--- config.mk ---
export PLATFORM = sky130hd
export DESIGN_NAME = char_stream_lexer
export DESIGN_NICKNAME = d
export VERILOG_FILES = /design/src/rtl/core/csl_pkg.sv /design/src/rtl/core/csl_front.sv /design/src/rtl/core/csl_queue.sv /design/src/rtl/core/csl_back.sv /design/src/rtl/core/char_stream_lexer.sv
export SDC_FILE = /design/constraint.sdc
export NUM_CORES = 1
export LEC_CHECK = 0
export BUFFER_PORTS_ARGS = -buffer_cell sky130_fd_sc_hd__buf_2
export CORE_MARGIN = 8
export CORE_UTILIZATION = 55
export CTS_CLUSTER_SIZE = 28
export DETAILED_ROUTE_END_ITERATION = 10
export PLACE_DENSITY_LB_ADDON = 0.1
export SLEW_MARGIN = 20
export SYNTH_ARGS = -nofsm -noshare
export SYNTH_HDL_FRONTEND = slang
export SYNTH_HIERARCHICAL = 1
export SYNTH_SLANG_ARGS = --single-unit
--- constraint.sdc ---
create_clock -name clk -period 6.1 [get_ports clk]
set_input_delay 0.305 -clock clk [delete_from_list [all_inputs] [get_ports clk]]
set_output_delay 0.305 -clock clk [all_outputs]
set_load 0.02 [all_outputs]
--- src/rtl/core/csl_pkg.sv ---
// Shared types, constants and character classes for the character stream lexer.
package csl_pkg;

    localparam int ValueWidth = 32;
    localparam int QueueDepth = 2;

    typedef enum logic [11:0] {
        M_UNPRIMED = 12'b000000000001,
        M_NORMAL   = 12'b000000000010,
        M_IDENT    = 12'b000000000100,
        M_INT      = 12'b000000001000,
        M_FRAC     = 12'b000000010000,
        M_EXPSIGN  = 12'b000000100000,
        M_EXP      = 12'b000001000000,
        M_BLOCK    = 12'b000010000000,
        M_BLOCKEND = 12'b000100000000,
        M_LINE     = 12'b001000000000,
        M_SKIP     = 12'b010000000000,
        M_END      = 12'b100000000000
    } mode_t;

    localparam logic [4:0] T_NONE  = 5'd0;
    localparam logic [4:0] T_END   = 5'd1;
    localparam logic [4:0] T_IDENT = 5'd2;
    localparam logic [4:0] T_INT   = 5'd3;
    localparam logic [4:0] T_FLOAT = 5'd4;
    localparam logic [4:0] T_ERROR = 5'd5;
    localparam logic [4:0] T_KW0   = 5'd6;
    localparam logic [4:0] T_SYM0  = 5'd12;
    localparam logic [4:0] T_LE    = 5'd29;
    localparam logic [4:0] T_GE    = 5'd30;
    localparam logic [4:0] T_EQEQ  = 5'd31;

    localparam logic [1:0] E_NONE  = 2'd0;
    localparam logic [1:0] E_CHAR  = 2'd1;
    localparam logic [1:0] E_SIGN  = 2'd2;
    localparam logic [1:0] E_EXPCH = 2'd3;

    // character classes computed in the front part, carried with the beat
    typedef struct packed {
        logic [7:0] c;
        logic       digit;
        logic       letter;
        logic       space;
        logic       expm;
        logic [4:0] sym;   // symbol token, T_NONE when not a symbol
    } cls_t;

    typedef struct packed {
        logic       prime;
        cls_t       cur;
        cls_t       look;
    } qent_t;

    typedef struct packed {
        logic [4:0]            kind;
        logic [ValueWidth-1:0] value;
        logic [1:0]            err;
    } tok_t;

    function automatic logic [4:0] sym_code(input logic [7:0] c);
        logic [4:0] r;
        r = T_NONE;
        case (c)
            8'h2A: r = 5'd12;
            8'h2C: r = 5'd13;
            8'h2D: r = 5'd14;
            8'h2B: r = 5'd15;
            8'h2F: r = 5'd16;
            8'h5B: r = 5'd17;
            8'h5D: r = 5'd18;
            8'h7B: r = 5'd19;
            8'h7D: r = 5'd20;
            8'h28: r = 5'd21;
            8'h29: r = 5'd22;
            8'h3D: r = 5'd23;
            8'h3C: r = 5'd24;
            8'h3E: r = 5'd25;
            8'h5E: r = 5'd26;
            8'h3F: r = 5'd27;
            8'h21: r = 5'd28;
            default: r = T_NONE;
        endcase
        return r;
    endfunction

    function automatic cls_t classify(input logic [7:0] c);
        cls_t r;
        r.c      = c;
        r.digit  = (c >= 8'h30) && (c <= 8'h39);
        r.letter = ((c >= 8'h61) && (c <= 8'h7A)) || ((c >= 8'h41) && (c <= 8'h5A))
                   || (c == 8'h5F);
        r.space  = (c == 8'h20) || ((c >= 8'h09) && (c <= 8'h0D));
        r.expm   = (c == 8'h65) || (c == 8'h45);
        r.sym    = sym_code(c);
        return r;
    endfunction

endpackage

--- src/rtl/core/csl_front.sv ---
// Front part: holds the lookahead, classifies characters and forms scan beats.
module csl_front
    import csl_pkg::*;
(
    input  logic  clk,
    input  logic  rst_n,
    input  logic  valid,
    output logic  stall,
    input  logic  [7:0] ch,
    output logic  q_valid,
    input  logic  q_stall,
    output qent_t q_data
);

    logic  primed_reg, primed_next;
    cls_t  look_reg, look_next;
    logic  ovalid_reg, ovalid_next;
    qent_t odata_reg, odata_next;
    logic  take;

    assign stall = ovalid_reg && q_stall;
    assign take  = valid && !stall;

    always_comb
    begin
        primed_next = primed_reg;
        look_next   = look_reg;
        ovalid_next = ovalid_reg && q_stall;
        odata_next  = odata_reg;
        if (take)
        begin
            primed_next     = 1'b1;
            look_next       = classify(ch);
            ovalid_next     = 1'b1;
            odata_next.prime = !primed_reg;
            odata_next.cur   = look_reg;
            odata_next.look  = classify(ch);
        end
    end

    always_ff @(posedge clk or negedge rst_n)
    begin
        if (!rst_n)
        begin
            primed_reg <= 1'b0;
            look_reg   <= classify(8'h00);
            ovalid_reg <= 1'b0;
        end
        else
        begin
            primed_reg <= primed_next;
            look_reg   <= look_next;
            ovalid_reg <= ovalid_next;
        end
    end

    always_ff @(posedge clk)
    begin
        odata_reg <= odata_next;
    end

    assign q_valid = ovalid_reg;
    assign q_data  = odata_reg;

endmodule

--- src/rtl/core/csl_queue.sv ---
// Short queue between the front and back parts.
module csl_queue
    import csl_pkg::*;
(
    input  logic  clk,
    input  logic  rst_n,
    input  logic  in_valid,
    output logic  in_stall,
    input  qent_t in_data,
    output logic  out_valid,
    input  logic  out_stall,
    output qent_t out_data
);

    qent_t mem_reg [QueueDepth];
    logic  wp_reg, wp_next, rp_reg, rp_next;
    logic  [1:0] cnt_reg, cnt_next;
    logic  push, pop;

    assign in_stall  = (cnt_reg == 2'(QueueDepth));
    assign out_valid = (cnt_reg != 2'd0);
    assign out_data  = mem_reg[rp_reg];
    assign push      = in_valid && !in_stall;
    assign pop       = out_valid && !out_stall;

    always_comb
    begin
        wp_next  = push ? ~wp_reg : wp_reg;
        rp_next  = pop ? ~rp_reg : rp_reg;
        cnt_next = cnt_reg + {1'b0, push} - {1'b0, pop};
    end

    always_ff @(posedge clk or negedge rst_n)
    begin
        if (!rst_n)
        begin
            wp_reg  <= 1'b0;
            rp_reg  <= 1'b0;
            cnt_reg <= 2'd0;
        end
        else
        begin
            wp_reg  <= wp_next;
            rp_reg  <= rp_next;
            cnt_reg <= cnt_next;
        end
    end

    always_ff @(posedge clk)
    begin
        if (push)
        begin
            mem_reg[wp_reg] <= in_data;
        end
    end

endmodule

--- src/rtl/core/csl_back.sv ---
// Back part: scan mode machine, identifier buffer, keyword match, integer value.
module csl_back
    import csl_pkg::*;
(
    input  logic  clk,
    input  logic  rst_n,
    input  logic  q_valid,
    output logic  q_stall,
    input  qent_t q_data,
    output logic  valid,
    input  logic  stall,
    output logic  [4:0] token_kind,
    output logic  [31:0] int_value,
    output logic  [1:0] error_kind
);

    localparam logic [ValueWidth-1:0] VMax = '1;
    localparam logic [ValueWidth-1:0] VDiv = VMax / 10;
    localparam logic [ValueWidth-1:0] VRem = VMax % 10;

    mode_t mode_reg, mode_next;
    logic  [7:0] buf_reg [6];
    logic  [7:0] buf_next [6];
    logic  [2:0] len_reg, len_next;
    logic  long_reg, long_next;
    logic  [ValueWidth-1:0] acc_reg, acc_next;
    logic  ovalid_reg, ovalid_next;
    tok_t  otok_reg, otok_next;
    logic  take;
    cls_t  cc, lc;
    tok_t  t;

    assign q_stall = ovalid_reg && stall;
    assign take    = q_valid && !q_stall;
    assign cc      = q_data.cur;
    assign lc      = q_data.look;

    function automatic logic [4:0] kw_match(input logic [7:0] b [6], input logic [2:0] n,
                                            input logic lng);
        logic [4:0] r;
        r = T_IDENT;
        if (!lng)
        begin
            if (n == 3'd4 && b[0] == "c" && b[1] == "a" && b[2] == "l" && b[3] == "l")
                r = T_KW0;
            else if (n == 3'd4 && b[0] == "i" && b[1] == "n" && b[2] == "i" && b[3] == "t")
                r = T_KW0 + 5'd1;
            else if (n == 3'd6 && b[0] == "u" && b[1] == "p" && b[2] == "d" && b[3] == "a"
                     && b[4] == "t" && b[5] == "e")
                r = T_KW0 + 5'd2;
            else if (n == 3'd4 && b[0] == "B" && b[1] == "O" && b[2] == "O" && b[3] == "L")
                r = T_KW0 + 5'd3;
            else if (n == 3'd5 && b[0] == "F" && b[1] == "L" && b[2] == "O" && b[3] == "A"
                     && b[4] == "T")
                r = T_KW0 + 5'd4;
            else if (n == 3'd3 && b[0] == "I" && b[1] == "N" && b[2] == "T")
                r = T_KW0 + 5'd5;
        end
        return r;
    endfunction

    always_comb
    begin
        logic       do_ident, do_int;
        logic [2:0] ilen;
        logic       ilong;
        logic [ValueWidth-1:0] base, dig;
        mode_next = mode_reg;
        buf_next  = buf_reg;
        len_next  = len_reg;
        long_next = long_reg;
        acc_next  = acc_reg;
        t.kind    = T_NONE;
        t.value   = '0;
        t.err     = E_NONE;
        do_ident  = 1'b0;
        do_int    = 1'b0;
        ilen      = len_reg;
        ilong     = long_reg;
        base      = acc_reg;
        dig       = '0;

        if (q_data.prime)
        begin
            mode_next = M_NORMAL;
        end
        else
        begin
            case (mode_reg)
                M_NORMAL:
                begin
                    if (cc.space)
                        t.kind = T_NONE;
                    else if (cc.letter)
                    begin
                        mode_next = M_IDENT;
                        ilen      = 3'd0;
                        ilong     = 1'b0;
                        do_ident  = 1'b1;
                    end
                    else if (cc.digit)
                    begin
                        mode_next = M_INT;
                        base      = '0;
                        do_int    = 1'b1;
                    end
                    else if (cc.c == "/" && lc.c == "/")
                        mode_next = M_LINE;
                    else if (cc.c == "/" && lc.c == "*")
                        mode_next = M_BLOCK;
                    else if (cc.c == 8'h00)
                    begin
                        mode_next = M_END;
                        t.kind    = T_END;
                    end
                    else if (lc.c == "=" && cc.c == "<")
                    begin
                        mode_next = M_SKIP;
                        t.kind    = T_LE;
                    end
                    else if (lc.c == "=" && cc.c == ">")
                    begin
                        mode_next = M_SKIP;
                        t.kind    = T_GE;
                    end
                    else if (lc.c == "=" && cc.c == "=")
                    begin
                        mode_next = M_SKIP;
                        t.kind    = T_EQEQ;
                    end
                    else if (cc.sym != T_NONE)
                        t.kind = cc.sym;
                    else
                    begin
                        t.kind = T_ERROR;
                        t.err  = E_CHAR;
                    end
                end
                M_IDENT: do_ident = 1'b1;
                M_INT:   do_int   = 1'b1;
                M_FRAC:
                begin
                    if (cc.expm)
                        mode_next = M_EXPSIGN;
                    else if (!(lc.digit || lc.expm))
                    begin
                        mode_next = M_NORMAL;
                        t.kind    = T_FLOAT;
                    end
                end
                M_EXPSIGN:
                begin
                    if (cc.c == "-" || cc.c == "+")
                    begin
                        if (!lc.digit)
                        begin
                            mode_next = M_NORMAL;
                            t.kind    = T_ERROR;
                            t.err     = E_SIGN;
                        end
                        else
                            mode_next = M_EXP;
                    end
                    else if (cc.digit)
                        mode_next = M_EXP;
                    else
                    begin
                        mode_next = M_NORMAL;
                        t.kind    = T_ERROR;
                        t.err     = E_EXPCH;
                    end
                end
                M_EXP:
                begin
                    if (!lc.digit)
                    begin
                        mode_next = M_NORMAL;
                        t.kind    = T_FLOAT;
                    end
                end
                M_BLOCK:
                begin
                    if (cc.c == "*" && lc.c == "/")
                        mode_next = M_BLOCKEND;
                    else if (lc.c == 8'h00)
                        mode_next = M_NORMAL;
                end
                M_LINE:
                begin
                    if (lc.c == 8'h00 || cc.c == 8'h0A)
                        mode_next = M_NORMAL;
                end
                M_BLOCKEND, M_SKIP: mode_next = M_NORMAL;
                default:
                begin
                    mode_next = M_END;
                    t.kind    = T_END;
                end
            endcase
        end

        if (do_ident)
        begin
            if (ilen != 3'd6)
            begin
                buf_next[ilen] = cc.c;
                ilen = ilen + 3'd1;
            end
            else
                ilong = 1'b1;
            len_next  = ilen;
            long_next = ilong;
            if (!lc.digit && !lc.letter)
            begin
                mode_next = M_NORMAL;
                t.kind    = kw_match(buf_next, ilen, ilong);
            end
        end

        if (do_int)
        begin
            dig = ValueWidth'(cc.c - 8'h30);
            acc_next = base;
            if (cc.digit)
            begin
                // saturate when base*10+dig would overflow
                if (base > VDiv || (base == VDiv && dig > VRem))
                    acc_next = VMax;
                else
                    acc_next = ValueWidth'(base * 10) + dig;
            end
            if (cc.c == ".")
                mode_next = M_FRAC;
            else if (cc.expm)
                mode_next = M_EXPSIGN;
            else if (!(lc.digit || lc.c == "." || lc.expm))
            begin
                mode_next = M_NORMAL;
                t.kind    = T_INT;
                t.value   = acc_next;
            end
        end

        ovalid_next = ovalid_reg && stall;
        otok_next   = otok_reg;
        if (take)
        begin
            ovalid_next = 1'b1;
            otok_next   = t;
        end
    end

    always_ff @(posedge clk or negedge rst_n)
    begin
        if (!rst_n)
        begin
            mode_reg   <= M_UNPRIMED;
            len_reg    <= 3'd0;
            long_reg   <= 1'b0;
            acc_reg    <= '0;
            ovalid_reg <= 1'b0;
        end
        else
        begin
            ovalid_reg <= ovalid_next;
            if (take)
            begin
                mode_reg <= mode_next;
                len_reg  <= len_next;
                long_reg <= long_next;
                acc_reg  <= acc_next;
            end
        end
    end

    always_ff @(posedge clk)
    begin
        otok_reg <= otok_next;
        if (take)
        begin
            buf_reg <= buf_next;
        end
    end

    assign valid      = ovalid_reg;
    assign token_kind = otok_reg.kind;
    assign int_value  = otok_reg.value;
    assign error_kind = otok_reg.err;

endmodule

--- src/rtl/core/char_stream_lexer.sv ---
// Top level of the character stream lexer.
// Usage:
//   Input channel (valid, stall, ch) carries one character byte a beat;
//   byte 0 marks end of text. Output channel (out_valid, out_stall,
//   token_kind, int_value, error_kind) carries exactly one beat per input
//   beat; token_kind 0 means no token at that position.
//   The first beat after reset only primes the lookahead and yields a
//   beat with token 0.
//   Throughput: one byte per cycle while out_stall stays low, set by the mode
//   update in the back part. Each input beat passes through the front
//   register, the queue and the back output register to the output.
//   Reset clears mode, lookahead, counters and both handshakes; the
//   identifier buffer is not cleared.
//   When the receiver stalls, the output beat holds; the two-entry queue
//   and the front register absorb beats, then stall rises on the input.
module char_stream_lexer
    import csl_pkg::*;
(
    input  logic        clk,
    input  logic        rst_n,
    input  logic        valid,
    output logic        stall,
    input  logic [7:0]  ch,
    output logic        out_valid,
    input  logic        out_stall,
    output logic [4:0]  token_kind,
    output logic [31:0] int_value,
    output logic [1:0]  error_kind
);

    logic  f_valid, f_stall, b_valid, b_stall;
    qent_t f_data, b_data;

    csl_front u_front (
        .clk(clk), .rst_n(rst_n), .valid(valid), .stall(stall), .ch(ch),
        .q_valid(f_valid), .q_stall(f_stall), .q_data(f_data)
    );

    csl_queue u_queue (
        .clk(clk), .rst_n(rst_n), .in_valid(f_valid), .in_stall(f_stall),
        .in_data(f_data), .out_valid(b_valid), .out_stall(b_stall), .out_data(b_data)
    );

    csl_back u_back (
        .clk(clk), .rst_n(rst_n), .q_valid(b_valid), .q_stall(b_stall), .q_data(b_data),
        .valid(out_valid), .stall(out_stall), .token_kind(token_kind),
        .int_value(int_value), .error_kind(error_kind)
    );

endmodule

==> impl_metrics.yaml <==
clock_tree:
  cts_max_path_buffers: 3
  cts_tree: "done"
  cts_buffers: 28
  clk-insertion-delay-late_ns: 0.57
  path_clk_slew_ns: 0.06
  clockRootBuffer: "clkbuf_16"
  cts.sinks: 246
  htree_levels: 1
run:
  drv_cap: 0
place:
  place_area_um2: 16200
  gp_congestion: 0.927
  dpl.hpwl_um: 28600
  buffer_ports.inserted: 52
worst_setup_path:
  worst_setup_path_end_kind: "register"
  crit_required_ns: 6.39
  worstSetupPathType: "register to register"
  cp_max_fo: 15
  cp-start-kind: "register"
  arrival_ns: 6.11
sta:
  finalCriticalPeriod_ns: 5.82
  skew_ns: 0.0245
  hold_viol: 0
  tns_ns: 0
  max_freq_mhz: 172
  maxSlewViolCount: 0
  setup_violations: 0
  relSlewSlack: 0.296
  period_share: 0.953
  worst_pin_slew_ns: 1.06
grt:
  grt_pass1_wl_um: 62000
  grt_max_degree: 73
  grt_pass1_vias: 11300
  grt_overflow: 0
  track_usage: 0.229
  antenna_found_initial: 0
detailed_routing:
  first_pass_iters: 5
  vias: 11800
  wl_per_cell_um: 20.3
  ant_nets: 0
  routed_wl_um: 39100
  post_drt_via_cell_ratio: 6.13
  post-route-drc-count: 0
  drtIter0Drc: 1044
yosys:
  syn_nets: 1566
  syn_avg_cell_area_um2: 10.6
  ys.warnings.count: 6
  netlist_area_um2: 15400
  syn_inst: 1463
final_layout:
  mostFrequentLayoutCells: "174 x edfxtp_1, 118 x nand2_1, 103 x nor2_1"
  num_antenna_cells: 0
  nets: 1628
  multi_input_area_um2: 8040
  area_delta_synth_final_pct: 11.9
  drive_gt1_frac: 0.186
  nFillCells: 2282
  final_common_cell: "edfxtp_1"
  finalInstanceArea_um2: 17300
  largest_reg_flops: 58
  regArea_um2: 7030
  utilization: 0.624
die:
  core_um2: 27700
  die_area_um2: 33700
  die_h_um: 184
  io_pins: 53
  start_util: 0.557
  fp-row-count: 61
  die_x_um: 184
power_and_ir_drop:
  power_density_nw_per_um2: 601
  cellLeakagePower_uw: 0.00710
  max-vdd-ir-drop_mv: 0.394
  power.total_uw: 10400
min_path:
  hold_class: "input port to register"
run_status:
  status: "finished clean"
metrics by stage:
stage,hold slack [ns],std cells,worst slack [ns]
after detailed placement,0.429,1867,0.112
after global routing,0.0282,1924,-0.0221
after global placement,0.424,1867,0.227
final,0.0257,1924,0.285
after CTS,0.00295,1920,0.0240
after floorplan,0.00941,1463,0.0227
final cells by class:
cell class                      count  area share
Timing Repair Buffer              103      0.0379
Clock buffer                       35      0.0438
Sequential cell                   246       0.407
Inverter                           36     0.00782
Clock inverter                     16      0.0112
Multi-Input combinational cell   1110       0.465
Tap cell                          378      0.0274
critical path: stages (launching register included):
cell and delay [ns]:
dfrtp_1 0.46, nor4_2 0.27, buf_4 0.18, nand4_1 0.11, or2_4 0.31, buf_4 0.18, and2_1 0.19, ha_1 0.30
ha_1 0.31, a211oi_1 0.26, o21ai_1 0.17, or4_1 0.54, o22ai_2 0.19, nand2b_1 0.08, a21oi_1 0.18, xnor2_1 0.17
ha_1 0.31, a21o_1 0.17, a21o_1 0.19, nand3_1 0.08, nand2_1 0.08, a21o_1 0.19, a311oi_2 0.34, xnor2_1 0.19
a21oi_1 0.10
repair_timing:
action | CTS | global route
endpoints found under the setup margin | 0 | 16
hold endpoints to repair | 72 | 0
buffers inserted | 0 | 4
gates resized for setup | 0 | 25
hold buffers | 2 | 0
worst paths after layout:
path                                                start                            endpoint  slack [ns]  cells after the start
max in group asynchronous                           rst_n          u_queue/rp_reg$_DFFE_PN0P_        5.25                      2
setup reg to reg           u_back/mode_reg[8]$_DFFE_PN0P_  u_back/int_value[31]$_SDFFCE_PP0P_        0.28                     24
hold / removal                                  out_stall              u_back/valid$_DFF_PN0_        0.03                      3
min in group asynchronous                           rst_n      u_back/acc_reg[10]$_DFFE_PN0P_        0.35                      2
setup / recovery           u_back/mode_reg[8]$_DFFE_PN0P_  u_back/int_value[31]$_SDFFCE_PP0P_        0.28                     24
hold reg to reg              u_front/q_data[34]$_DFFE_PP_    u_queue/mem_reg[1][34]$_DFFE_PP_        0.43                      0
layer usage:
metal,GRT usage,share of wire
met1,0.331,0.47
met2,0.359,0.45
met3,0.0330,0.058
met4,0.0586,0.023
met5,0,0
where the power goes:
| part | switching [uW] | total [uW] | internal (uW) |
|---|---|---|---|
| registers | 280 | 2640 | 2360 |
| logic | 3620 | 6050 | 2430 |
| clock network | 688 | 1700 | 1010 |
| total | 4590 | 10400 | 5800 |
Note: power is estimated with default switching activity, not from simulation.
